==> src/rtl/sso_pkg.sv <==
`timescale 1ns / 1ps
`default_nettype none
// ----------------------------------------------------------------------------
// sso_pkg
// Shared types and constants for the script signature-operation counter.
// ----------------------------------------------------------------------------
package sso_pkg;

  // Script length limit and derived position width
  localparam int MAX_SCRIPT_BYTES = 16384;
  localparam int POS_W            = $clog2(MAX_SCRIPT_BYTES + 1);

  // Result count width and saturation limit
  localparam int COUNT_W      = 19;
  localparam int MULTISIG_OPS = 20;
  localparam int CAP_RAW      = MAX_SCRIPT_BYTES * MULTISIG_OPS;
  localparam int COUNT_MAX    = (2 ** COUNT_W) - 1;
  localparam logic [COUNT_W-1:0] COUNT_CAP =
    COUNT_W'((CAP_RAW > COUNT_MAX) ? COUNT_MAX : CAP_RAW);

  // Width of one increment to the count (largest is the multisig default)
  localparam int ADD_W = 5;
  localparam logic [ADD_W-1:0] MULTISIG_DEFAULT = ADD_W'(MULTISIG_OPS);

  // Opcodes
  localparam logic [7:0] OP_FALSE         = 8'h00;
  localparam logic [7:0] OP_DIRECT_MAX    = 8'h4b;
  localparam logic [7:0] OP_PUSHDATA1     = 8'h4c;
  localparam logic [7:0] OP_PUSHDATA2     = 8'h4d;
  localparam logic [7:0] OP_PUSHDATA4     = 8'h4e;
  localparam logic [7:0] OP_SMALL_BASE    = 8'h50;
  localparam logic [7:0] OP_1             = 8'h51;
  localparam logic [7:0] OP_16            = 8'h60;
  localparam logic [7:0] OP_HASH160       = 8'ha9;
  localparam logic [7:0] OP_EQUAL         = 8'h87;
  localparam logic [7:0] OP_CHECKSIG      = 8'hac;
  localparam logic [7:0] OP_CHECKSIGVER   = 8'had;
  localparam logic [7:0] OP_CHECKMULTI    = 8'hae;
  localparam logic [7:0] OP_CHECKMULTIVER = 8'haf;
  localparam logic [7:0] OP_INVALID       = 8'hff;

  // Pay-to-script-hash pattern
  localparam logic [7:0]       P2SH_HASH_LEN = 8'h14;
  localparam logic [POS_W-1:0] P2SH_POS_LEN  = POS_W'(1);
  localparam logic [POS_W-1:0] P2SH_POS_LAST = POS_W'(22);

  // Parser phase
  typedef enum logic [1:0] {
    PH_OPCODE  = 2'd0,
    PH_LENGTH  = 2'd1,
    PH_PAYLOAD = 2'd2
  } phase_t;

  // Per-script result from parser to output register
  typedef struct packed {
    logic [COUNT_W-1:0] sigop_count;
    logic               push_only;
    logic               p2sh_form;
    logic               malformed;
  } result_t;

endpackage
`default_nettype wire

==> src/rtl/sso_parser.sv <==
`timescale 1ns / 1ps
`default_nettype none
// ----------------------------------------------------------------------------
// sso_parser
// Opcode walker: tracks pushes, counts signature operations and forms the
// script result on the final byte. State advances one byte per step.
// ----------------------------------------------------------------------------
module sso_parser (
  input  wire logic             clk,
  input  wire logic             rst_n,
  input  wire logic             step,
  input  wire logic [7:0]       script_byte,
  input  wire logic             last_byte,
  input  wire logic             accurate_mode,
  output sso_pkg::result_t      result
);

  sso_pkg::phase_t                phase_r, phase_nxt;
  logic [2:0]                     left_r, left_nxt;
  logic [1:0]                     shift_r, shift_nxt;
  logic [31:0]                    rem_r, rem_nxt;
  logic [7:0]                     prev_r, prev_nxt;
  logic [sso_pkg::COUNT_W-1:0]    count_r, count_nxt;
  logic                           only_r, only_nxt;
  logic                           stop_r, stop_nxt;
  logic [sso_pkg::POS_W-1:0]      pos_r, pos_nxt;
  logic                           pm_r, pm_nxt;

  logic                           is_direct;
  logic                           is_pushdata;
  logic                           is_checksig;
  logic                           is_multi;
  logic                           prev_small;
  logic [sso_pkg::ADD_W-1:0]      add_n;
  logic                           add_en;
  logic [sso_pkg::COUNT_W:0]      sum;
  logic [31:0]                    len_part;
  logic [7:0]                     small_n;
  logic                           bad;

  // Decode the byte as an opcode
  always_comb begin
    is_direct   = (script_byte != sso_pkg::OP_FALSE) &&
                  (script_byte <= sso_pkg::OP_DIRECT_MAX);
    is_pushdata = (script_byte == sso_pkg::OP_PUSHDATA1) ||
                  (script_byte == sso_pkg::OP_PUSHDATA2) ||
                  (script_byte == sso_pkg::OP_PUSHDATA4);
    is_checksig = (script_byte == sso_pkg::OP_CHECKSIG) ||
                  (script_byte == sso_pkg::OP_CHECKSIGVER);
    is_multi    = (script_byte == sso_pkg::OP_CHECKMULTI) ||
                  (script_byte == sso_pkg::OP_CHECKMULTIVER);
    prev_small  = (prev_r >= sso_pkg::OP_1) && (prev_r <= sso_pkg::OP_16);
    small_n     = prev_r - sso_pkg::OP_SMALL_BASE;
    len_part    = {24'd0, script_byte} << {shift_r, 3'b000};
  end

  // Datapath update for one byte
  always_comb begin
    left_nxt  = left_r;
    shift_nxt = shift_r;
    rem_nxt   = rem_r;
    prev_nxt  = prev_r;
    only_nxt  = only_r;
    stop_nxt  = stop_r;
    pm_nxt    = pm_r;
    add_en    = 1'b0;
    add_n     = sso_pkg::MULTISIG_DEFAULT;

    // Pattern check on the first two bytes
    if ((pos_r == '0) && (script_byte != sso_pkg::OP_HASH160)) begin
      pm_nxt = 1'b0;
    end
    if ((pos_r == sso_pkg::P2SH_POS_LEN) && (script_byte != sso_pkg::P2SH_HASH_LEN)) begin
      pm_nxt = 1'b0;
    end

    if (!stop_r) begin
      case (phase_r)
        sso_pkg::PH_LENGTH: begin
          rem_nxt   = rem_r | len_part;
          shift_nxt = shift_r + 2'd1;
          if (left_r != 3'd0) begin
            left_nxt = left_r - 3'd1;
          end
        end
        sso_pkg::PH_PAYLOAD: begin
          if (rem_r != 32'd0) begin
            rem_nxt = rem_r - 32'd1;
          end
        end
        default: begin
          if (script_byte == sso_pkg::OP_INVALID) begin
            stop_nxt = 1'b1;
          end else begin
            if (script_byte > sso_pkg::OP_16) begin
              only_nxt = 1'b0;
            end
            if (is_direct) begin
              rem_nxt = {24'd0, script_byte};
            end else if (is_pushdata) begin
              case (script_byte)
                sso_pkg::OP_PUSHDATA1: left_nxt = 3'd1;
                sso_pkg::OP_PUSHDATA2: left_nxt = 3'd2;
                default:               left_nxt = 3'd4;
              endcase
              rem_nxt   = 32'd0;
              shift_nxt = 2'd0;
            end else if (is_checksig) begin
              add_en = 1'b1;
              add_n  = sso_pkg::ADD_W'(1);
            end else if (is_multi) begin
              add_en = 1'b1;
              if (accurate_mode && prev_small) begin
                add_n = small_n[sso_pkg::ADD_W-1:0];
              end
            end
            prev_nxt = script_byte;
          end
        end
      endcase
    end

    // Saturating count
    sum = {1'b0, count_r} + {{(sso_pkg::COUNT_W + 1 - sso_pkg::ADD_W){1'b0}}, add_n};
    if (!add_en) begin
      count_nxt = count_r;
    end else if (sum > {1'b0, sso_pkg::COUNT_CAP}) begin
      count_nxt = sso_pkg::COUNT_CAP;
    end else begin
      count_nxt = sum[sso_pkg::COUNT_W-1:0];
    end

    // Saturating byte position
    if (pos_r < sso_pkg::POS_W'(sso_pkg::MAX_SCRIPT_BYTES)) begin
      pos_nxt = pos_r + sso_pkg::POS_W'(1);
    end else begin
      pos_nxt = pos_r;
    end
  end

  // Next parse phase
  always_comb begin
    phase_nxt = phase_r;
    if (!stop_r) begin
      case (phase_r)
        sso_pkg::PH_LENGTH: begin
          if (left_nxt == 3'd0) begin
            phase_nxt = (rem_nxt != 32'd0) ? sso_pkg::PH_PAYLOAD : sso_pkg::PH_OPCODE;
          end
        end
        sso_pkg::PH_PAYLOAD: begin
          if (rem_nxt == 32'd0) begin
            phase_nxt = sso_pkg::PH_OPCODE;
          end
        end
        default: begin
          if (script_byte == sso_pkg::OP_INVALID) begin
            phase_nxt = sso_pkg::PH_OPCODE;
          end else if (is_direct) begin
            phase_nxt = sso_pkg::PH_PAYLOAD;
          end else if (is_pushdata) begin
            phase_nxt = sso_pkg::PH_LENGTH;
          end else begin
            phase_nxt = sso_pkg::PH_OPCODE;
          end
        end
      endcase
    end
  end

  // Script result as seen after this byte
  always_comb begin
    bad                = stop_nxt || (phase_nxt != sso_pkg::PH_OPCODE);
    result.sigop_count = count_nxt;
    result.push_only   = only_nxt && !bad;
    result.p2sh_form   = pm_nxt && (pos_r == sso_pkg::P2SH_POS_LAST) &&
                         (script_byte == sso_pkg::OP_EQUAL);
    result.malformed   = bad;
  end

  // Advance on each byte; start over after the final byte
  always_ff @(posedge clk) begin
    if (!rst_n || (step && last_byte)) begin
      phase_r <= sso_pkg::PH_OPCODE;
      left_r  <= 3'd0;
      shift_r <= 2'd0;
      rem_r   <= 32'd0;
      prev_r  <= sso_pkg::OP_INVALID;
      count_r <= '0;
      only_r  <= 1'b1;
      stop_r  <= 1'b0;
      pos_r   <= '0;
      pm_r    <= 1'b1;
    end else if (step) begin
      phase_r <= phase_nxt;
      left_r  <= left_nxt;
      shift_r <= shift_nxt;
      rem_r   <= rem_nxt;
      prev_r  <= prev_nxt;
      count_r <= count_nxt;
      only_r  <= only_nxt;
      stop_r  <= stop_nxt;
      pos_r   <= pos_nxt;
      pm_r    <= pm_nxt;
    end
  end

endmodule
`default_nettype wire

==> src/rtl/script_sigop_counter.sv <==
// Path: a final byte is held in the input register, the parser works on it
// combinationally, and its result is captured into the result register and
// shown on out_* until it is taken.
// Throughput: one script byte per cycle, set by the phase update of the parser
// state; a final byte waits only while an earlier result stalls.
// Reset: synchronous, active low; clears the parser and both stages and sets
// accurate mode to 1.
`timescale 1ns / 1ps
`default_nettype none
// ----------------------------------------------------------------------------
// script_sigop_counter
// Streams script bytes, counts legacy signature operations and reports the
// count with push-only, pay-to-script-hash and malformed flags per script.
// ----------------------------------------------------------------------------
module script_sigop_counter (
  input  wire logic                        clk,
  input  wire logic                        rst_n,
  input  wire logic                        in_valid,
  output logic                             in_stall,
  input  wire logic [7:0]                  in_script_byte,
  input  wire logic                        in_last_byte,
  output logic                             out_valid,
  input  wire logic                        out_stall,
  output logic [sso_pkg::COUNT_W-1:0]      out_sigop_count,
  output logic                             out_push_only,
  output logic                             out_p2sh_form,
  output logic                             out_malformed,
  input  wire logic                        cfg_valid,
  output logic                             cfg_ready,
  input  wire logic                        cfg_data
);

  logic             s0_valid_r, s0_valid_nxt;
  logic [7:0]       s0_byte_r;
  logic             s0_last_r;
  logic             step;
  logic             in_take;
  logic             out_valid_r, out_valid_nxt;
  logic             acc_r;
  sso_pkg::result_t res;
  sso_pkg::result_t out_r;

  // Advance the held byte unless its result has nowhere to go
  always_comb begin
    step          = s0_valid_r && (!s0_last_r || !out_valid_r || !out_stall);
    in_stall      = s0_valid_r && !step;
    in_take       = in_valid && !in_stall;
    s0_valid_nxt  = in_take || (s0_valid_r && !step);
    out_valid_nxt = (step && s0_last_r) || (out_valid_r && out_stall);
  end

  // Input register
  always_ff @(posedge clk) begin
    if (!rst_n) begin
      s0_valid_r <= 1'b0;
    end else begin
      s0_valid_r <= s0_valid_nxt;
    end
  end

  always_ff @(posedge clk) begin
    if (in_take) begin
      s0_byte_r <= in_script_byte;
      s0_last_r <= in_last_byte;
    end
  end

  // Configuration register
  assign cfg_ready = 1'b1;

  always_ff @(posedge clk) begin
    if (!rst_n) begin
      acc_r <= 1'b1;
    end else if (cfg_valid && cfg_ready) begin
      acc_r <= cfg_data;
    end
  end

  sso_parser u_parser (
    .clk           (clk),
    .rst_n         (rst_n),
    .step          (step),
    .script_byte   (s0_byte_r),
    .last_byte     (s0_last_r),
    .accurate_mode (acc_r),
    .result        (res)
  );

  // Result register
  always_ff @(posedge clk) begin
    if (!rst_n) begin
      out_valid_r <= 1'b0;
    end else begin
      out_valid_r <= out_valid_nxt;
    end
  end

  always_ff @(posedge clk) begin
    if (step && s0_last_r) begin
      out_r <= res;
    end
  end

  assign out_valid       = out_valid_r;
  assign out_sigop_count = out_r.sigop_count;
  assign out_push_only   = out_r.push_only;
  assign out_p2sh_form   = out_r.p2sh_form;
  assign out_malformed   = out_r.malformed;

endmodule
`default_nettype wire

==> config.mk <==
export PLATFORM = sky130hd
export DESIGN_NAME = script_sigop_counter
export DESIGN_NICKNAME = d
export VERILOG_FILES = /design/src/rtl/sso_pkg.sv /design/src/rtl/sso_parser.sv /design/src/rtl/script_sigop_counter.sv
export SDC_FILE = /design/constraint.sdc
export NUM_CORES = 1
export LEC_CHECK = 0
export BUFFER_PORTS_ARGS = -buffer_cell sky130_fd_sc_hd__buf_2
export CAP_MARGIN = 20
export CORE_ASPECT_RATIO = 0.5
export CORE_MARGIN = 2
export CORE_UTILIZATION = 40
export DETAILED_ROUTE_END_ITERATION = 8
export GPL_TIMING_DRIVEN = 0
export PLACE_DENSITY_LB_ADDON = 0.15
export SYNTH_ARGS = -nofsm -noshare
export SYNTH_HDL_FRONTEND = slang
export SYNTH_SLANG_ARGS = --single-unit
==> constraint.sdc <==
create_clock -name clk -period 6.6 [get_ports clk]
set_input_delay 0.66 -clock clk [delete_from_list [all_inputs] [get_ports clk]]
set_output_delay 0.66 -clock clk [all_outputs]
set_load 0.05 [all_outputs]
==> impl_metrics.json <==
{
  "synthTopCellsByArea": "dfxtp_1 (22%), edfxtp_1 (12%), nor2_1 (5.6%)",
  "synthFlopType": "dfxtp_1",
  "die_w_um": 201.7,
  "grt_pass1_wl_mm": 42.62,
  "hold_start": "in_script_byte[2]",
  "first_global_vias": 7374,
  "die_h_um": 102.8,
  "drc": 0,
  "grtUsageTotal_pct": 26.85,
  "root_buffer": "clkbuf_16",
  "skew_ps": 9.523,
  "rr_startpoint": "s0_byte_r[7]$_DFFE_PP_",
  "gp_congestion": 1.011,
  "dr.pass1.iters": 6,
  "peakVddDrop_mv": 0.1300,
  "drt-wirelength-per-cell_um": 20.76,
  "dp_hpwl_mm": 19.58,
  "r2r_setup_slack_ps": 500,
  "fin_area_mm2": 0.008926,
  "portBuffers": 38,
  "synth_seq_cells": 118,
  "yosysMostFrequentCell": "nor2_1",
  "viasPerCell": 6.089,
  "layout_min_cycle_time_ps": 6096,
  "area_growth_pct": 14.24,
  "reg2reg_to": "out_sigop_count[4]$_DFFE_PP_",
  "worstPathArrival_ps": 6280,
  "drive_gt1_share_pct": 10.71,
  "hold_path_end": "s0_byte_r[2]$_DFFE_PP_",
  "worstSetupEndpointType": "register",
  "utilization_pct": 46.19,
  "grt_overflow_total": 0,
  "critPathKind": "register to register",
  "htreeDepth": 4,
  "setup_viol": 0,
  "drv_slew": 0,
  "ys_async_sr_fraction_pct": 0,
  "rows": 36,
  "tritoncts": "done",
  "ys_types": 90,
  "initial_utilization_pct": 40.44,
  "synth_nets": 1016,
  "ctsHoldBuffers": 0,
  "cts_sinks": 118,
  "yosysSeqAreaShare_pct": 34.20,
  "worstMarginPinSlew_ps": 1094,
  "cts_setup_buffers": 0,
  "crit_fanout": 10,
  "num_vias": 8044,
  "final-hold-violation-count": 0,
  "yosys.area.top_type": "dfxtp_1",
  "status": "complete, no violations",
  "timing.setup.tns_ps": 0,
  "antenna_found_initial": 0,
  "post_dp_cell_area_mm2": 0.008337,
  "place_inst": 1289,
  "boundaryPins": 40,
  "ys_warn_count": 0,
  "hold_path_depth": 1,
  "multi_input_area_mm2": 0.004715,
  "final_nets": 1073,
  "max_freq_ghz": 0.1640,
  "post-route-period-util_pct": 92.36,
  "yosysTopAreaCellShare_pct": 22.29,
  "drtIter0Drc": 722,
  "power_density_mw_per_mm2": 229.4,
  "r2r_cells": 21,
  "stdcell_count": 1321,
  "synth_edf_count": 31,
  "coreArea_mm2": 0.01932,
  "avgSynthCellArea_um2": 7.933,
  "leakage_uw": 0.003251,
  "clockBufferDepth": 2,
  "n_fill_cell": 1920,
  "wirelength_mm": 27.43,
  "hp-class": "input port to register",
  "start_kind": "register",
  "worstSkewPairLatency_ps": 430,
  "dieArea_mm2": 0.02074,
  "cts_buffers": 17,
  "netlist_instances": 985,
  "grt_max_degree": 23,
  "regArea_mm2": 0.002673,
  "syn_area_mm2": 0.007814,
  "rsz0062_at_grt": "no",
  "final_antenna_net_count": 0,
  "synth.cells.most_frequent": "nor2_1 (117), nand2_1 (96), dfxtp_1 (87), a21oi_1 (68), clkbuf_1 (60)",
  "ctsResizeCount": 0,
  "required_ps": 6780,
  "slew_headroom_pct": 25.15,
  "maxCapViolations": 0,
  "n_antenna_cell": 0,
  "clk_pin_slew_ps": 60
}
==> final cells by class <==
class | instances | share of cell area [%]
timing repair buffer | 38 | 2.131
buffer | 77 | 3.645
sequential | 118 | 29.94
clock buffer | 18 | 4.920
multi-input combinational | 763 | 52.82
clock inverter | 14 | 1.682
inverter | 27 | 1.135
tap | 266 | 3.729
==> worst max-delay path by stage <==
stage	startpoint	to	slack, ps
after floorplan	s0_byte_r[7]$_DFFE_PP_	u_parser.count_r[14]$_SDFFE_PP0P_	1690
after global routing	s0_byte_r[7]$_DFFE_PP_	out_sigop_count[3]$_DFFE_PP_	30
after CTS	s0_byte_r[7]$_DFFE_PP_	out_sigop_count[4]$_DFFE_PP_	540
after detailed placement	s0_byte_r[7]$_DFFE_PP_	out_sigop_count[4]$_DFFE_PP_	590
final	s0_byte_r[7]$_DFFE_PP_	out_sigop_count[4]$_DFFE_PP_	500
after global placement	s0_byte_r[7]$_DFFE_PP_	out_sigop_count[4]$_DFFE_PP_	570
==> worst max-delay path: stages, from the launching register on <==
cell      delay [ps]
edfxtp_1         410
clkbuf_1         550
nor4bb_1         430
nand3_1          210
or4b_2           710
nand2b_1         200
inv_1             60
a21oi_1           60
nor2_1           110
ha_1             200
fa_1             210
a21o_1           120
a21oi_1          100
o21bai_1         340
and2_1           290
nand3_1          220
xnor2_1          230
nor4_1            80
o21ai_1          440
clkbuf_1         510
inv_1            130
a22o_1           230
==> cell families (layout without fill, tap and decap cells) <==
kind of cell | count (synthesis) | in the layout | share of synthesized area [%]
mux | 12 | 12 | 1.553
xor+xnor | 21 | 21 | 2.354
fa+ha+maj | 16 | 16 | 2.658
simple gates | 429 | 429 | 28.42
flops | 118 | 118 | 34.20
other cells | 1 | 1 | 0.04799
buf+inv | 104 | 174 | 5.460
compound gates | 284 | 284 | 25.30
==> per-stage QoR <==
step	setup slack, ps	hold slack [ps]	total power (uW)
detailed placement	586.3	453.5	1098
global route	28.10	389.4	2113
floorplan	1685	431.3	996.6
global placement	573.2	446.7	1097
CTS	540.2	394.8	2045
finish	504.1	398.1	2048
==> state kept, by name, summed over array words and instances (netlist names) <==
| signal | cells |
|---|---|
| acc_r | 1 |
| out_malformed | 1 |
| out_p2sh_form | 1 |
| out_push_only | 1 |
| out_sigop_count | 19 |
| out_valid | 1 |
| s0_byte_r | 8 |
| s0_last_r | 1 |
| s0_valid_r | 1 |
| u_parser.count_r | 19 |
| u_parser.left_r | 3 |
| u_parser.only_r | 1 |
| u_parser.phase_r | 2 |
| u_parser.pm_r | 1 |
| u_parser.pos_r | 15 |
| u_parser.prev_r | 8 |
| u_parser.rem_r | 32 |
| u_parser.shift_r | 2 |
| u_parser.stop_r | 1 |
==> power breakdown <==
part	switching [uW]	internal, uW
Clock	387	568
Combinational	218	91.2
Sequential	21.3	761
==> routing by layer <==
layer,GRT usage [%],vias to the layer above,share of wire (%)
met1,34.71,3830,45
met2,45.20,358,46
met4,10.46,0,3.1
met3,5.152,68,6.9
met5,0,-,0
li1,-,3788,-
==> placed cells by master, fill, tap and decap left out, types with 9 or more instances in the layout <==
| cell type | netlist | final |
|---|---|---|
| nor4_1 | 18 | 18 |
| a211oi_1 | 22 | 22 |
| nand4_1 | 19 | 19 |
| a21o_1 | 20 | 20 |
| inv_1 | 26 | 26 |
| a31oi_1 | 11 | 11 |
| o22ai_1 | 10 | 10 |
| or3_1 | 13 | 13 |
| xnor2_1 | 10 | 10 |
| edfxtp_1 | 31 | 31 |
| o31ai_1 | 15 | 15 |
| ha_1 | 15 | 15 |
| nor2_1 | 117 | 117 |
| dfxtp_1 | 87 | 87 |
| mux2i_1 | 11 | 11 |
| buf_2 | 8 | 46 |
| a22o_1 | 9 | 9 |
| nand2_1 | 96 | 96 |
| xor2_1 | 11 | 11 |
| a21oi_1 | 68 | 68 |
| and3_1 | 11 | 11 |
| clkbuf_16 | 0 | 17 |
| nand3_1 | 42 | 42 |
| nor3_1 | 44 | 44 |
| clkbuf_1 | 60 | 60 |
| o21ai_0 | 41 | 41 |
Note: power is estimated with default switching activity, not from simulation.
